### src/hw/rtl/bhml_pkg.sv
// Shared types, codes and constants for the byte handshake message link.
`timescale 1ns / 1ps
`default_nettype none
package bhml_pkg;

   // Configuration port
   localparam int CSR_INDEX_W = 1;
   localparam int CSR_DATA_W  = 16;
   localparam logic [CSR_INDEX_W-1:0] REG_BACKOFF_POLLS = 1'd0;
   localparam logic [CSR_INDEX_W-1:0] REG_BAIL_LIMIT    = 1'd1;

   localparam logic [15:0] BACKOFF_POLLS_RESET = 16'd10000;
   localparam logic [7:0]  BAIL_LIMIT_RESET    = 8'd50;

   // Command codes on the request channel
   localparam logic [1:0] CMD_POLL     = 2'd0;
   localparam logic [1:0] CMD_START_RD = 2'd1;
   localparam logic [1:0] CMD_START_SD = 2'd2;
   localparam logic [1:0] CMD_INIT     = 2'd3;

   // Item classes after decode
   localparam logic [1:0] OP_POLL     = 2'd0;
   localparam logic [1:0] OP_START_RD = 2'd1;
   localparam logic [1:0] OP_START_SD = 2'd2;
   localparam logic [1:0] OP_INIT     = 2'd3;

   // Link control codes
   localparam logic [7:0] SYNC_RESET = 8'hF1;
   localparam logic [7:0] CODE_WRITE = 8'h02;
   localparam logic [7:0] CODE_READ  = 8'h06;

   // Phase codes
   localparam logic [3:0] PH_IDLE    = 4'd0;
   localparam logic [3:0] PH_WAIT_R  = 4'd1;
   localparam logic [3:0] PH_WAIT_S  = 4'd2;
   localparam logic [3:0] PH_RD_HI   = 4'd3;
   localparam logic [3:0] PH_RD_LO   = 4'd4;
   localparam logic [3:0] PH_RD_BODY = 4'd5;
   localparam logic [3:0] PH_SD_HI   = 4'd6;
   localparam logic [3:0] PH_SD_LO   = 4'd7;
   localparam logic [3:0] PH_SD_BODY = 4'd8;

   // Status codes
   localparam logic [1:0] ST_IDLE    = 2'd0;
   localparam logic [1:0] ST_BUSY    = 2'd1;
   localparam logic [1:0] ST_DONE    = 2'd2;
   localparam logic [1:0] ST_TIMEOUT = 2'd3;

   localparam int QUEUE_DEPTH_DEFAULT = 4;

   typedef struct packed {
      logic [1:0]  op;
      logic        sync_hit;   // partner control reads the reset sync code
      logic [7:0]  tc_value;
      logic [7:0]  td_value;
      logic [7:0]  tx_byte;
      logic [15:0] send_length;
   } bhml_item_type;

endpackage
`default_nettype wire

### src/hw/rtl/bhml_front.sv
// Front end: accepts request items, classifies them and pushes them to the queue.
`timescale 1ns / 1ps
`default_nettype none
module bhml_front (
   input  wire logic                    req_valid,
   output logic                         req_stall,
   input  wire logic [1:0]              req_cmd,
   input  wire logic [7:0]              req_tc_value,
   input  wire logic [7:0]              req_td_value,
   input  wire logic [7:0]              req_tx_byte,
   input  wire logic [15:0]             req_send_length,
   input  wire logic                    queue_full,
   output logic                         queue_push,
   output bhml_pkg::bhml_item_type      queue_item
);

   always_comb begin
      unique case (req_cmd)
         bhml_pkg::CMD_POLL:     queue_item.op = bhml_pkg::OP_POLL;
         bhml_pkg::CMD_START_RD: queue_item.op = bhml_pkg::OP_START_RD;
         bhml_pkg::CMD_START_SD: queue_item.op = bhml_pkg::OP_START_SD;
         bhml_pkg::CMD_INIT:     queue_item.op = bhml_pkg::OP_INIT;
         default:                queue_item.op = bhml_pkg::OP_POLL;
      endcase
      queue_item.sync_hit    = (req_tc_value == bhml_pkg::SYNC_RESET);
      queue_item.tc_value    = req_tc_value;
      queue_item.td_value    = req_td_value;
      queue_item.tx_byte     = req_tx_byte;
      queue_item.send_length = req_send_length;
   end

   assign req_stall  = queue_full;
   assign queue_push = req_valid & ~queue_full;

endmodule
`default_nettype wire

### src/hw/rtl/bhml_queue.sv
// Short item queue between the front end and the link engine.
`timescale 1ns / 1ps
`default_nettype none
module bhml_queue #(
   parameter int DEPTH = bhml_pkg::QUEUE_DEPTH_DEFAULT
) (
   input  wire logic                    clock,
   input  wire logic                    reset,
   input  wire logic                    push,
   input  wire bhml_pkg::bhml_item_type push_item,
   output logic                         full,
   input  wire logic                    pop,
   output logic                         pop_valid,
   output bhml_pkg::bhml_item_type      pop_item
);

   localparam int AW = $clog2(DEPTH);
   localparam int CW = $clog2(DEPTH + 1);

   bhml_pkg::bhml_item_type slot_ff [DEPTH];
   logic [AW-1:0] wr_ptr_ff, wr_ptr_in;
   logic [AW-1:0] rd_ptr_ff, rd_ptr_in;
   logic [CW-1:0] count_ff, count_in;

   always_comb begin
      wr_ptr_in = wr_ptr_ff;
      rd_ptr_in = rd_ptr_ff;
      if (push) begin
         wr_ptr_in = (wr_ptr_ff == AW'(DEPTH - 1)) ? '0 : wr_ptr_ff + AW'(1);
      end
      if (pop) begin
         rd_ptr_in = (rd_ptr_ff == AW'(DEPTH - 1)) ? '0 : rd_ptr_ff + AW'(1);
      end
      count_in = count_ff + CW'(push) - CW'(pop);
   end

   always_ff @(posedge clock) begin
      if (reset) begin
         wr_ptr_ff <= '0;
         rd_ptr_ff <= '0;
         count_ff  <= '0;
      end else begin
         wr_ptr_ff <= wr_ptr_in;
         rd_ptr_ff <= rd_ptr_in;
         count_ff  <= count_in;
      end
   end

   always_ff @(posedge clock) begin
      if (push) begin
         slot_ff[wr_ptr_ff] <= push_item;
      end
   end

   assign full      = (count_ff == CW'(DEPTH));
   assign pop_valid = (count_ff != '0);
   assign pop_item  = slot_ff[rd_ptr_ff];

endmodule
`default_nettype wire

### src/hw/rtl/bhml_engine.sv
// Back end: link state machine, configuration registers and result register.
`timescale 1ns / 1ps
`default_nettype none
module bhml_engine (
   input  wire logic                                 clock,
   input  wire logic                                 reset,
   input  wire logic                                 csr_write_en,
   input  wire logic [bhml_pkg::CSR_INDEX_W-1:0]     csr_index,
   input  wire logic [bhml_pkg::CSR_DATA_W-1:0]      csr_wdata,
   input  wire logic                                 item_valid,
   input  wire bhml_pkg::bhml_item_type              item,
   output logic                                      item_pop,
   output logic                                      rsp_valid,
   input  wire logic                                 rsp_stall,
   output logic                                      rsp_rc_write,
   output logic [7:0]                                rsp_rc_value,
   output logic                                      rsp_rd_write,
   output logic [7:0]                                rsp_rd_value,
   output logic                                      rsp_rx_valid,
   output logic [7:0]                                rsp_rx_byte,
   output logic                                      rsp_tx_taken,
   output logic [1:0]                                rsp_status,
   output logic [15:0]                               rsp_msg_length
);

   logic [15:0] backoff_polls_ff;
   logic [7:0]  bail_limit_ff;

   logic [3:0]  phase_ff, phase_in;
   logic [7:0]  last_sync_ff, last_sync_in;
   logic [15:0] backoff_left_ff, backoff_left_in;
   logic [7:0]  bail_count_ff, bail_count_in;
   logic [15:0] length_ff, length_in;
   logic [15:0] byte_count_ff, byte_count_in;

   logic        rsp_valid_ff, rsp_valid_in;
   logic        rc_write_ff, rc_write_in;
   logic [7:0]  rc_value_ff, rc_value_in;
   logic        rd_write_ff, rd_write_in;
   logic [7:0]  rd_value_ff, rd_value_in;
   logic        rx_valid_ff, rx_valid_in;
   logic [7:0]  rx_byte_ff, rx_byte_in;
   logic        tx_taken_ff, tx_taken_in;
   logic [1:0]  status_ff, status_in;
   logic [15:0] msg_length_ff;

   logic        fire;
   logic        done;
   logic        timeout;
   logic [8:0]  bail_next;
   logic [7:0]  code_rd;
   logic [7:0]  code_sd;
   logic [15:0] byte_count_inc;
   logic [15:0] length_lo;

   // An item runs when the result register is free or is being emptied.
   assign fire     = item_valid & (~rsp_valid_ff | ~rsp_stall);
   assign item_pop = fire;

   assign code_rd        = {7'd0, ~last_sync_ff[0]} | bhml_pkg::CODE_WRITE;
   assign code_sd        = {7'd0, ~last_sync_ff[0]} | bhml_pkg::CODE_READ;
   assign bail_next      = {1'b0, bail_count_ff} + 9'd1;
   assign byte_count_inc = byte_count_ff + 16'd1;
   assign length_lo      = length_ff | {8'd0, item.td_value};

   always_comb begin
      phase_in        = phase_ff;
      last_sync_in    = last_sync_ff;
      backoff_left_in = backoff_left_ff;
      bail_count_in   = bail_count_ff;
      length_in       = length_ff;
      byte_count_in   = byte_count_ff;
      rc_write_in     = 1'b0;
      rc_value_in     = 8'd0;
      rd_write_in     = 1'b0;
      rd_value_in     = 8'd0;
      rx_valid_in     = 1'b0;
      rx_byte_in      = 8'd0;
      tx_taken_in     = 1'b0;
      status_in       = bhml_pkg::ST_IDLE;
      done            = 1'b0;
      timeout         = 1'b0;

      unique case (item.op)
         bhml_pkg::OP_INIT: begin
            rd_write_in = 1'b1;
            rc_write_in = 1'b1;
            phase_in    = bhml_pkg::PH_IDLE;
         end
         bhml_pkg::OP_START_RD, bhml_pkg::OP_START_SD: begin
            phase_in        = (item.op == bhml_pkg::OP_START_RD) ?
                              bhml_pkg::PH_WAIT_R : bhml_pkg::PH_WAIT_S;
            last_sync_in    = 8'd0;
            backoff_left_in = backoff_polls_ff;
            bail_count_in   = 8'd0;
            byte_count_in   = 16'd0;
            length_in       = (item.op == bhml_pkg::OP_START_RD) ? 16'd0 : item.send_length;
         end
         default: begin
            unique case (phase_ff) inside
               bhml_pkg::PH_WAIT_R, bhml_pkg::PH_WAIT_S: begin
                  if (backoff_left_ff <= 16'd1) begin
                     backoff_left_in = 16'd1;
                     timeout         = (bail_next > {1'b0, bail_limit_ff});
                     bail_count_in   = bail_next[8] ? 8'hFF : bail_next[7:0];
                  end else begin
                     backoff_left_in = backoff_left_ff - 16'd1;
                  end
                  if (timeout) begin
                     phase_in = bhml_pkg::PH_IDLE;
                  end else if (item.sync_hit) begin
                     rc_write_in = 1'b1;
                     rc_value_in = bhml_pkg::SYNC_RESET;
                     if (phase_ff == bhml_pkg::PH_WAIT_R) begin
                        last_sync_in = bhml_pkg::CODE_WRITE + 8'd1;
                        phase_in     = bhml_pkg::PH_RD_HI;
                     end else begin
                        last_sync_in = bhml_pkg::CODE_READ + 8'd1;
                        phase_in     = bhml_pkg::PH_SD_HI;
                     end
                  end
               end
               bhml_pkg::PH_RD_HI, bhml_pkg::PH_RD_LO, bhml_pkg::PH_RD_BODY: begin
                  if (item.tc_value == code_rd) begin
                     last_sync_in = item.tc_value;
                     rc_write_in  = 1'b1;
                     rc_value_in  = item.tc_value;
                     if (phase_ff == bhml_pkg::PH_RD_HI) begin
                        length_in = {item.td_value, 8'd0};
                        phase_in  = bhml_pkg::PH_RD_LO;
                     end else if (phase_ff == bhml_pkg::PH_RD_LO) begin
                        length_in     = length_lo;
                        byte_count_in = 16'd0;
                        if (length_lo == 16'd0) begin
                           done = 1'b1;
                        end else begin
                           phase_in = bhml_pkg::PH_RD_BODY;
                        end
                     end else begin
                        rx_valid_in   = 1'b1;
                        rx_byte_in    = item.td_value;
                        byte_count_in = byte_count_inc;
                        done          = (byte_count_inc >= length_ff);
                     end
                  end
               end
               bhml_pkg::PH_SD_HI, bhml_pkg::PH_SD_LO, bhml_pkg::PH_SD_BODY: begin
                  if (item.tc_value == code_sd) begin
                     last_sync_in = item.tc_value;
                     rc_write_in  = 1'b1;
                     rc_value_in  = item.tc_value;
                     rd_write_in  = 1'b1;
                     if (phase_ff == bhml_pkg::PH_SD_HI) begin
                        rd_value_in = length_ff[15:8];
                        phase_in    = bhml_pkg::PH_SD_LO;
                     end else if (phase_ff == bhml_pkg::PH_SD_LO) begin
                        rd_value_in   = length_ff[7:0];
                        byte_count_in = 16'd0;
                        if (length_ff == 16'd0) begin
                           done = 1'b1;
                        end else begin
                           phase_in = bhml_pkg::PH_SD_BODY;
                        end
                     end else begin
                        rd_value_in   = item.tx_byte;
                        tx_taken_in   = 1'b1;
                        byte_count_in = byte_count_inc;
                        done          = (byte_count_inc >= length_ff);
                     end
                  end
               end
               default: begin
                  // idle: a poll has no effect
               end
            endcase
         end
      endcase

      if (done) begin
         phase_in  = bhml_pkg::PH_IDLE;
         status_in = bhml_pkg::ST_DONE;
      end else if (timeout) begin
         status_in = bhml_pkg::ST_TIMEOUT;
      end else if (phase_in != bhml_pkg::PH_IDLE) begin
         status_in = bhml_pkg::ST_BUSY;
      end

      rsp_valid_in = fire | (rsp_valid_ff & rsp_stall);
   end

   always_ff @(posedge clock) begin
      if (reset) begin
         backoff_polls_ff <= bhml_pkg::BACKOFF_POLLS_RESET;
         bail_limit_ff    <= bhml_pkg::BAIL_LIMIT_RESET;
      end else if (csr_write_en) begin
         case (csr_index)
            bhml_pkg::REG_BACKOFF_POLLS: backoff_polls_ff <= csr_wdata[15:0];
            bhml_pkg::REG_BAIL_LIMIT:    bail_limit_ff    <= csr_wdata[7:0];
            default: begin
            end
         endcase
      end
   end

   always_ff @(posedge clock) begin
      if (reset) begin
         phase_ff        <= bhml_pkg::PH_IDLE;
         last_sync_ff    <= 8'd0;
         backoff_left_ff <= 16'd0;
         bail_count_ff   <= 8'd0;
         length_ff       <= 16'd0;
         byte_count_ff   <= 16'd0;
         rsp_valid_ff    <= 1'b0;
      end else begin
         rsp_valid_ff <= rsp_valid_in;
         if (fire) begin
            phase_ff        <= phase_in;
            last_sync_ff    <= last_sync_in;
            backoff_left_ff <= backoff_left_in;
            bail_count_ff   <= bail_count_in;
            length_ff       <= length_in;
            byte_count_ff   <= byte_count_in;
         end
      end
   end

   always_ff @(posedge clock) begin
      if (fire) begin
         rc_write_ff   <= rc_write_in;
         rc_value_ff   <= rc_value_in;
         rd_write_ff   <= rd_write_in;
         rd_value_ff   <= rd_value_in;
         rx_valid_ff   <= rx_valid_in;
         rx_byte_ff    <= rx_byte_in;
         tx_taken_ff   <= tx_taken_in;
         status_ff     <= status_in;
         msg_length_ff <= length_in;
      end
   end

   assign rsp_valid      = rsp_valid_ff;
   assign rsp_rc_write   = rc_write_ff;
   assign rsp_rc_value   = rc_value_ff;
   assign rsp_rd_write   = rd_write_ff;
   assign rsp_rd_value   = rd_value_ff;
   assign rsp_rx_valid   = rx_valid_ff;
   assign rsp_rx_byte    = rx_byte_ff;
   assign rsp_tx_taken   = tx_taken_ff;
   assign rsp_status     = status_ff;
   assign rsp_msg_length = msg_length_ff;

endmodule
`default_nettype wire

### src/hw/rtl/byte_handshake_message_link_unit.sv
// Top level of the byte handshake message link responder.
//
//   channel   ports   direction   handshake
//   request   req_*   in          req_valid / req_stall
//   result    rsp_*   out         rsp_valid / rsp_stall
//   config    csr_*   in          csr_write_en, no wait
//
// One item per clock sustained while rsp_stall is low; an item's result is on rsp_valid after
// the queue slot and then the engine's result register.
// The engine runs one item per cycle whenever its result register is free or drains.
// req_stall rises only when the queue of QUEUE_DEPTH items is full.
// Synchronous reset clears the queue and the link state and loads the config registers with their reset values.
`timescale 1ns / 1ps
`default_nettype none
module byte_handshake_message_link_unit #(
   parameter int QUEUE_DEPTH = bhml_pkg::QUEUE_DEPTH_DEFAULT
) (
   input  wire logic                             clock,
   input  wire logic                             reset,
   input  wire logic                             csr_write_en,
   input  wire logic [bhml_pkg::CSR_INDEX_W-1:0] csr_index,
   input  wire logic [bhml_pkg::CSR_DATA_W-1:0]  csr_wdata,
   input  wire logic                             req_valid,
   output logic                                  req_stall,
   input  wire logic [1:0]                       req_cmd,
   input  wire logic [7:0]                       req_tc_value,
   input  wire logic [7:0]                       req_td_value,
   input  wire logic [7:0]                       req_tx_byte,
   input  wire logic [15:0]                      req_send_length,
   output logic                                  rsp_valid,
   input  wire logic                             rsp_stall,
   output logic                                  rsp_rc_write,
   output logic [7:0]                            rsp_rc_value,
   output logic                                  rsp_rd_write,
   output logic [7:0]                            rsp_rd_value,
   output logic                                  rsp_rx_valid,
   output logic [7:0]                            rsp_rx_byte,
   output logic                                  rsp_tx_taken,
   output logic [1:0]                            rsp_status,
   output logic [15:0]                           rsp_msg_length
);

   logic                    queue_full;
   logic                    queue_push;
   bhml_pkg::bhml_item_type push_item;
   logic                    queue_pop;
   logic                    queue_valid;
   bhml_pkg::bhml_item_type pop_item;

   bhml_front u_front (
      .req_valid       (req_valid),
      .req_stall       (req_stall),
      .req_cmd         (req_cmd),
      .req_tc_value    (req_tc_value),
      .req_td_value    (req_td_value),
      .req_tx_byte     (req_tx_byte),
      .req_send_length (req_send_length),
      .queue_full      (queue_full),
      .queue_push      (queue_push),
      .queue_item      (push_item)
   );

   bhml_queue #(
      .DEPTH (QUEUE_DEPTH)
   ) u_queue (
      .clock     (clock),
      .reset     (reset),
      .push      (queue_push),
      .push_item (push_item),
      .full      (queue_full),
      .pop       (queue_pop),
      .pop_valid (queue_valid),
      .pop_item  (pop_item)
   );

   bhml_engine u_engine (
      .clock          (clock),
      .reset          (reset),
      .csr_write_en   (csr_write_en),
      .csr_index      (csr_index),
      .csr_wdata      (csr_wdata),
      .item_valid     (queue_valid),
      .item           (pop_item),
      .item_pop       (queue_pop),
      .rsp_valid      (rsp_valid),
      .rsp_stall      (rsp_stall),
      .rsp_rc_write   (rsp_rc_write),
      .rsp_rc_value   (rsp_rc_value),
      .rsp_rd_write   (rsp_rd_write),
      .rsp_rd_value   (rsp_rd_value),
      .rsp_rx_valid   (rsp_rx_valid),
      .rsp_rx_byte    (rsp_rx_byte),
      .rsp_tx_taken   (rsp_tx_taken),
      .rsp_status     (rsp_status),
      .rsp_msg_length (rsp_msg_length)
   );

endmodule
`default_nettype wire
### config.mk
export PLATFORM = sky130hd
export DESIGN_NAME = byte_handshake_message_link_unit
export DESIGN_NICKNAME = d
export VERILOG_FILES = /design/src/hw/rtl/bhml_pkg.sv /design/src/hw/rtl/bhml_front.sv /design/src/hw/rtl/bhml_queue.sv /design/src/hw/rtl/bhml_engine.sv /design/src/hw/rtl/byte_handshake_message_link_unit.sv
export SDC_FILE = /design/constraint.sdc
export NUM_CORES = 1
export LEC_CHECK = 0
export BUFFER_PORTS_ARGS = -buffer_cell sky130_fd_sc_hd__clkbuf_2
export CORE_MARGIN = 2
export CORE_UTILIZATION = 50
export DETAILED_ROUTE_END_ITERATION = 16
export PLACE_DENSITY = 0.68
export RECOVER_POWER = 50
export SYNTH_ARGS = -nofsm -noshare
export SYNTH_HDL_FRONTEND = slang
export SYNTH_SLANG_ARGS = --single-unit
### constraint.sdc
create_clock -name clock -period 12.1 [get_ports clock]
set_input_delay 2.42 -clock clock [delete_from_list [all_inputs] [get_ports clock]]
set_output_delay 2.42 -clock clock [all_outputs]
set_load 0.03 [all_outputs]
* Word level (Yosys, flattened, before mapping)
Memory sizes are Yosys's and may differ from the RTL's. A register that Yosys moved wholly into a read port is not among the register bits. Index checks and enable logic that the tools add are counted.
Cells by class: equal/unequal tests 26, add/sub/neg operators 7, reductions and logical operators 25, bitwise operators 16, magnitude comparators 3, multiplexer cells 83
Operators with widths (count):
- $mux W16 | 13
- $pmux W16 S2 | 4
- $mux W8 | 9
- $mux W4 | 11
- $logic_not A16 Y1 | 2
- $mux W1 | 29
- $pmux W8 S3 | 1
- $add A16 B1 Y16 const B | 1
- $eq A4 B3 Y1 const B | 4
- $ge A16 B16 Y1 | 1
- $le A16 B1 Y1 const B | 1
- $or A16 B8 Y16 | 1
- $pmux W8 S2 | 1
- $sub A16 B1 Y16 const B | 1
- $reduce_and A7 Y1 | 2
- $eq A2 B2 Y1 const B | 6
- $pmux W4 S3 | 1
- $reduce_or A6 Y1 | 2
- $mux W2 | 5
- $not A1 Y1 | 10
- $add A8 B1 Y9 const B | 1
- $gt A9 B8 Y1 | 1
- $ne A3 B2 Y1 const B | 3
- $reduce_or A3 Y1 | 3
- other kinds (30) | 47
Storage, ports and cells: memories 1, memory bits (writable) 172, bits in registers 139, input port bits 64
Memory list:
- u_queue.slot_ff | words 4, width 43, rd ports 1, clocked after memory_dff 1, write ports 1, line bhml_queue.sv:20 | bhml_pkg::bhml_item_type slot_ff [DEPTH];

* Depth between registers and ports, before layout
Gate-level depths: netlist of run 1.
depth after elaboration 11, mapped depth 15, gate-level depth less buffers 15

* Hierarchy
From an unflattened synthesis of run 1, not the netlist that was laid out.
Second synthesis, totals: cells, all modules 1161, area, all modules 14282.4 sq um
By module, submodules not included:
- bhml_engine | area an instance 7226.9 sq um, instances 1, sequential area each 3103.0 sq um, cells each 847
- bhml_queue | area an instance 6708.9 sq um, instances 1, sequential area each 5345.1 sq um, cells each 267
- bhml_front | area an instance 346.6 sq um, instances 1, sequential area each 0.0 sq um, cells each 47

* Least setup slack after synthesis of run 1
No wires, ideal clock.
path type input -> register, from input port rsp_stall, to register u_queue.count_ff[2], required time 11.972 ns, cell stages on the path 10, setup slack 6.962 ns, data arrival time 5.010 ns, library setup time 0.128 ns, path through a21o_1 clkbuf_1 inv_1 ha_1 inv_1 ha_1 inv_1 fa_1 xnor2_1 nor2_1
Between the ends: word-level cells in the longest chain between the ends 4
RTL lines:
- start, declared | line byte_handshake_message_link_unit.sv:31 | input wire logic rsp_stall,
- $not A1 Y1 | line bhml_engine.sv:57 | assign fire = item_valid & (~rsp_valid_ff | ~rsp_stall);
- $or A1 B1 Y1 | line bhml_engine.sv:57
- $and A1 B1 Y1 | line bhml_engine.sv:57
- via queue_pop | line byte_handshake_message_link_unit.sv:46 | logic queue_pop;
- $sub A3 B1 Y3 | line bhml_queue.sv:34 | count_in = count_ff + CW'(push) - CW'(pop);
- end signal, assigned | line bhml_queue.sv:45 | count_ff <= count_in;
- end, declared | line bhml_queue.sv:23 | logic [CW-1:0] count_ff, count_in;
The timed path passes the listed nets, and every way through them passes these cells. A chain may end at the register's enable or synchronous reset.

==> metrics.txt, run 1 <==
DR WL/cell=18.9 um; CTS clk-pin slew, worst paths=60 ps; Placer Congestion=0.894; DRT antenna net count=0; CTS buffer count=35; CTS tree=yes; largest net degree at the start of global routing=82; Post-Synthesis Cells=1105; initial antenna violation count=2; drt drc=0; worst skew pair latency=530 ps; routed vias=9101; sequential fraction of the synthesis area=61.4%; Core Region=0.0270 mm2; Worst VDD drop=0.131 mV; ys async rst share=0%; Cell Chain, Critical Path=clkbuf_1 -> mux4_2 -> xnor2_1 -> nor4b_1 -> nor2b_1 -> nand2_1 -> a211oi_1; htree depth=2; top cells by area, synth=edfxtp_1, dfxtp_1, mux4_2; Max Cap Viol=5; #FFs+latches synth=313; worst slew pin tran=3780 ps; Static Leak=5.57 nW; maximum fanout along the worst path=39; Fin. Hold Viols=0; Synthesized Nets=1210; post-synth top area share=47.6%; drt pass-1 iters=5; global route total overflow=0; Post-DP Area=0.0146 mm2; vias in the first global route=8727; hold slack=458 ps; Post-CTS Setup Bufs=0; hold buffers post-CTS=0; Power Density=270 mW/mm2; # setup viols final=0; failing checks=max-capacitance violations, max-slew violations; Die Area=0.0289 mm2; Worst EP arrival=6760 ps; fin crit share=53.8%; P&R area growth vs syn=13.4%; clk buf depth=3; post-synthesis mux area share=7.26%; setup repair after global routing missed its margin=false; Post-Route WL=29.7 mm; fraction of layout cells with a size suffix above 1=12.4%; hold crit path type=register to register; num ports=112; Warnings, synthesis=0; Post-Syn Area per Cell=12.5 um2; DP Wirelength=19.6 mm; die span in y=170 um; compound-cell area share of the yosys netlist=9.45%; CP Capture Type=register; EDFF count, synth=218; largest family of logic cells by synthesized area=simple AND/OR/NAND/NOR gates; Final min period=6510 ps; Slew Limit Fails=224; I/O Buffers=111; worst path required time=12340 ps; Main synth FF type=edfxtp_1; fin area=0.0156 mm2; Max Fclk=0.154 GHz; slowest stage delay, CP=2290 ps; cell area after synthesis=0.0138 mm2; Initial Util=51.1%; Synth Area in Adders=3.78%; CTS Root Cell=clkbuf_16; cts repair resizes=0; critical path start-end classification=register to register; Slew headroom=-152%; Post-Synth Simple-Gate Area=13.8%; # rows=60; first-pass GRT wire length=46.8 mm; worst clock skew=21.2 ps; fillcell total=2195; die width=170 um; Synth cell types=72; GR Util All Layers=20.7%; Setup TNS=0 ps; outcome=complete, but fails checks; Critical Path Start Type=register; Synth Area in XOR/XNOR=1.53%; Slowest-stage cell, CP=clkbuf_1; Vias/cell=5.77; # clock sinks=313; drt first-iter violations=904; Final nets=1312; Synth area leader=edfxtp_1
==> layout make-up <==
class	count	area [um2]	share of cell area [%]
Sequential cell	313	8450	54.1
Multi-Input combinational cell	697	4920	31.6
Clock buffer	43	920	5.89
Timing Repair Buffer	119	508	3.26
Tap cell	341	427	2.73
Clock inverter	21	219	1.40
Inverter	41	154	0.986
Antenna cell	1	2.50	0.0160
==> sequential cells by signal, indices dropped and copies added, names as in the netlist, 8 cells and up, named ones only <==
signal and cells:
u_engine.rsp_rx_byte 8, u_engine.bail_count_ff 8, u_engine.length_ff 16, u_engine.bail_limit_ff 8, u_engine.rsp_rd_value 8, u_engine.rsp_msg_length 16
u_queue.slot_ff 172, u_engine.backoff_polls_ff 16, u_engine.rsp_rc_value 8, u_engine.byte_count_ff 16, u_engine.backoff_left_ff 16
==> Yosys cell counts, types with 7 or more instances <==
master,instances
a211oi_1,31
a21oi_1,75
a22oi_1,9
and2_1,21
and3_1,21
clkbuf_1,43
dfxtp_1,95
edfxtp_1,218
ha_1,40
inv_1,40
mux2i_1,11
mux4_2,39
nand2_1,107
nand2b_1,21
nand3_1,30
nand3b_1,8
nand4_1,7
nor2_1,80
nor2b_1,10
nor3_1,29
nor4_1,11
o21ai_0,22
o21ai_1,16
or4_1,9
xnor2_1,16
xor2_1,8
==> metrics by stage <==
stage,util (%),cells,setup WS [ps],power (mW)
after detailed placement,54.1,1511,7240,3.20
after global placement,54.1,1511,7310,3.18
after global routing,57.9,1576,5030,4.48
final,57.9,1576,5590,4.22
after floorplan,-,1105,6960,2.76
after CTS,58.3,1575,7740,4.24
==> path summary, 6_finish.rpt <==
kind,startpoint,to,slack [ps],cells past startpoint
max,register,u_engine.rsp_rd_value[2],5590,7
min,u_engine.bail_limit_ff[7],u_engine.bail_limit_ff[7],460,2
max reg2reg,register,u_engine.rsp_rd_value[2],5590,7
min reg2reg,u_engine.bail_limit_ff[7],u_engine.bail_limit_ff[7],460,2
==> routing by layer <==
metal,track usage [%],part of all wire (%),vias up
met2,31.9,45,312
met3,3.65,6.1,74
met5,0,0.050,-
met1,29.7,45,4383
li1,-,-,4330
met4,7.88,3.5,2
==> power by group <==
part / internal [mW] / leakage [nW] / switching (mW) / total, mW
registers: 1.41 / 2.82 / 0.117 / 1.53
logic: 0.550 / 2.18 / 1.10 / 1.65
clock network: 0.614 / 0.564 / 0.424 / 1.04
==> logic make-up after synthesis <==
logic type	count (synthesis)
simple gates	376
other cells	1
xor+xnor	24
compound gates	204
fa+ha+maj	41
mux	51
flops	313
buf+inv	95
==> cell usage in the layout (no fill, tap or decap), drive strengths merged, types with 3 or more instances in the layout <==
| cell | n |
|---|---|
| edfxtp | 218 |
| clkbuf | 158 |
| nand2 | 107 |
| dfxtp | 95 |
| nor2 | 80 |
| a21oi | 76 |
| inv | 43 |
| ha | 40 |
| mux4 | 39 |
| o21ai | 38 |
| a211oi | 31 |
| nand3 | 30 |
| nor3 | 29 |
| and2 | 22 |
| and3 | 21 |
| nand2b | 21 |
| xnor2 | 16 |
| clkinv | 16 |
| nor4 | 13 |
| mux2i | 11 |
| nor2b | 10 |
| or4 | 9 |
| a22oi | 9 |
| xor2 | 8 |
| nand3b | 8 |
| or2 | 8 |
| nand4 | 7 |
| a21o | 5 |
| o211ai | 5 |
| o21a | 4 |
| or3 | 4 |
| a22o | 4 |
| o41ai | 4 |
| buf | 4 |
| a32o | 3 |
| bufinv | 3 |
==> critical path: cells and delay by family, from the launching register on <==
family	cells	cell delay [ps]
buffers and inverters	1	2290
XOR/XNOR	1	260
AO/OA/AOI/OAI	1	500
AND/OR/NAND/NOR	3	2050
flip-flops	1	310
multiplexers	1	810
No activity file was read; power rests on OpenSTA's default activity.
==> run 2: changes to the inputs <==
ABC_AREA = 1   (was default)
PLACE_DENSITY = 0.71   (was 0.68)
clock period = 5.5 ns   (was 12.1 ns; I/O delays follow)
==> run 2 against run 1 <==
The run still ends with max-capacitance violations, max-slew violations left. Synthesized cell count grew 39%. Hold slack gained 10 ps. Critical path depth grew 5. Wire length up 19%. Via count is 22% higher. Global-route usage increased by 2.4 points. Clock skew shrank 1.4 ps. Combinational power grew 120%. Register-to-register slack worse by 3900 ps. Clock power rose by 110%. Die area increased by 4.5%. Non-clock buffer count grew 9. Critical path type is now input port to register. Largest cell class unchanged.
==> metrics.txt, run 2 <==
Post-CTS Setup Bufs=0 (unchanged); die width=174 um (was 170 um); area of the multi-input gates=0.00505 mm2 (was 0.00492 mm2); first-pass GRT wire length=55.6 mm (was 46.8 mm); I/O Buffers=111 (unchanged); n_diodes=0 (was 1); CP Capture Type=register (unchanged); Warnings, synthesis=0 (unchanged); Pint=5.29 mW (was 2.58 mW); Clk pwr share=24.0% (was 24.6%); Placer Congestion=0.924 (was 0.894); highest-count cells in the layout ignoring fill and taps=nand2_1, edfxtp_1, nor2_1 (was edfxtp_1, nand2_1, dfxtp_1); DR WL/cell=17.3 um (was 18.9 um); FF/Latch Area=0.00845 mm2 (unchanged); Top reg by flops=u_queue.slot_ff (unchanged); cts repair resizes=0 (unchanged); NetSw=3.77 mW (was 1.64 mW); vias in the first global route=10500 (was 8727); Synthesized Nets=1636 (was 1210); Vias/cell=5.45 (was 5.77); worst path required time=5860 ps (was 12340 ps); fin crit share=72.6%; total chip power=9.06 mW (was 4.22 mW); most common cell after layout, fill and taps aside=nand2_1 (was edfxtp_1); CTS clk-pin slew, worst paths=60 ps (about the same); worst clock skew=19.8 ps (was 21.2 ps); fillcell total=2563 (was 2195); GR Util All Layers=23.2% (was 20.7%); Initial Util=50.4% (was 51.1%); Post-Route WL=35.4 mm (was 29.7 mm); Setup TNS=0 ps (unchanged); htree depth=2 (unchanged); #FFs+latches synth=313 (unchanged); sequential fraction of the synthesis area=58.7% (was 61.4%); Final nets=1738 (was 1312); most frequent cell after synthesis=nand2_1 (was edfxtp_1); CTS Root Cell=clkbuf_16 (unchanged); Max Cap Viol=2 (was 5); Worst EP arrival=4350 ps (was 6760 ps); Critical Path Start Type=input port (was register); DP Wirelength=23.8 mm (was 19.6 mm); hold crit path type=register to register (unchanged); Worst VDD drop=0.320 mV (was 0.131 mV); post-synth top area share=45.5% (was 47.6%); Slew Limit Fails=44 (was 224); hold buffers post-CTS=0 (unchanged); switch share=41.7% (was 38.9%); ys async rst share=0% (unchanged); die span in y=174 um (was 170 um); Max Fclk=0.251 GHz; hold slack=468 ps (was 458 ps); top cells by area, synth=edfxtp_1, dfxtp_1, nand2_1 (was edfxtp_1, dfxtp_1, mux4_2); # clock sinks=313 (unchanged); cell area after synthesis=0.0144 mm2 (was 0.0138 mm2); drt pass-1 iters=5 (unchanged); outcome=complete, but fails checks (unchanged); Seq pwr share=36.7% (was 36.3%); commonest cells in the netlist=nand2_1, edfxtp_1, nor2_1 (was edfxtp_1, nand2_1, dfxtp_1); power share of the combinational group=39.3% (was 39.2%); CTS tree=yes (unchanged); num ports=112 (unchanged); fraction of layout cells with a size suffix above 1=8.08% (was 12.4%); max FFs per register=172 (unchanged); Core Region=0.0285 mm2 (was 0.0270 mm2); Post-Syn Area per Cell=9.40 um2 (was 12.5 um2); Slew headroom=-37.7% (was -152%); Synth cell types=49 (was 72); maximum fanout along the worst path=31 (was 39); # setup viols final=0 (unchanged); global route total overflow=0 (unchanged); Static Leak=6.58 nW (was 5.57 nW); DRT antenna net count=0 (unchanged); clk buf depth=3 (unchanged); Die Area=0.0302 mm2 (was 0.0289 mm2); Power Density=557 mW/mm2 (was 270 mW/mm2); Main synth FF type=edfxtp_1 (unchanged); Fin. Hold Viols=0 (unchanged); EDFF count, synth=218 (unchanged); critical path start-end classification=input port to register (was register to register); largest net degree at the start of global routing=70 (was 82); initial antenna violation count=0 (was 2); # rows=62 (was 60); drt drc=0 (unchanged); drt first-iter violations=1074 (was 904); failing checks=max-capacitance violations, max-slew violations (unchanged); final core occ=57.0% (was 57.9%); setup repair after global routing missed its margin=false (unchanged); worst skew pair latency=520 ps (was 530 ps); routed vias=11100 (was 9101); Synth area leader=edfxtp_1 (unchanged); Final min period=3990 ps; Post-Synthesis Cells=1531 (was 1105); worst slew pin tran=2060 ps (was 3780 ps); P&R area growth vs syn=12.9% (was 13.4%); CTS buffer count=35 (unchanged)
## run 2: cells by family (layout without fill, tap and decap cells)
group	Yosys count	after routing	synth area share, %
AND/OR/NAND/NOR	632	632	18.7
flip-flops	313	313	58.7
AO/OA/AOI/OAI	296	296	11.4
buffers and inverters	226	354	6.27
adder cells (fa/ha/maj)	41	41	3.61
XOR/XNOR	22	22	1.34
other	1	1	0.0260
## run 2: cell type report
class	instances	area share, %
inverters	163	3.78
flip-flops and latches	313	52.0
multi-input cells	992	31.1
well taps	384	2.95
clock buffers	46	5.76
repair buffers	128	3.65
clock inverters	17	0.839
## run 2: per-layer routing
metal / vias to the layer above / GRT usage (%) / part of all wire (%)
met5: - / 0 / 0
met4: 0 / 7.98 / 3.1
met3: 78 / 3.86 / 7.3
met2: 389 / 38.3 / 47
met1: 5222 / 31.2 / 42
li1: 5441 / - / -
## run 2: power groups by stage
stage | registers (mW) | logic, mW | clock network [mW]
after global routing | 3.36 | 3.95 | 2.31
final | 3.33 | 3.56 | 2.18
after detailed placement | 3.37 | 3.56 | 0
after global placement | 3.37 | 3.50 | 0
after floorplan | 3.61 | 2.28 | 0
after CTS | 3.32 | 3.58 | 2.21
## run 2: worst max-delay path: stages
cell and delay, ps:
clkbuf_2 70, nand2_1 60, nand2_1 60, clkbuf_1 970
inv_1 650, nand3_1 250, buf_4 280, inv_2 140
nand2_1 330, nor2_1 210, o21ai_0 130, a21oi_1 80
## run 2: path summary, 6_finish.rpt
path,startpoint,end,slack [ps],cells past startpoint
worst max register to register,register,u_engine.bail_count_ff[1],1640,15
worst min-delay path,u_engine.bail_limit_ff[3],u_engine.bail_limit_ff[3],470,2
worst min register to register,u_engine.bail_limit_ff[3],u_engine.bail_limit_ff[3],470,2
worst max-delay path,rsp_stall,u_engine.bail_count_ff[2],1510,12
## run 2: stage by stage
stage | area [um2] | setup slack [ps] | cells
floorplan | 14400 | 1250 | 1531
global placement | 15300 | 1870 | 1980
detailed placement | 15300 | 1750 | 1980
CTS | 16400 | 1710 | 2043
global route | 16300 | 1130 | 2043
finish | 16300 | 1510 | 2043
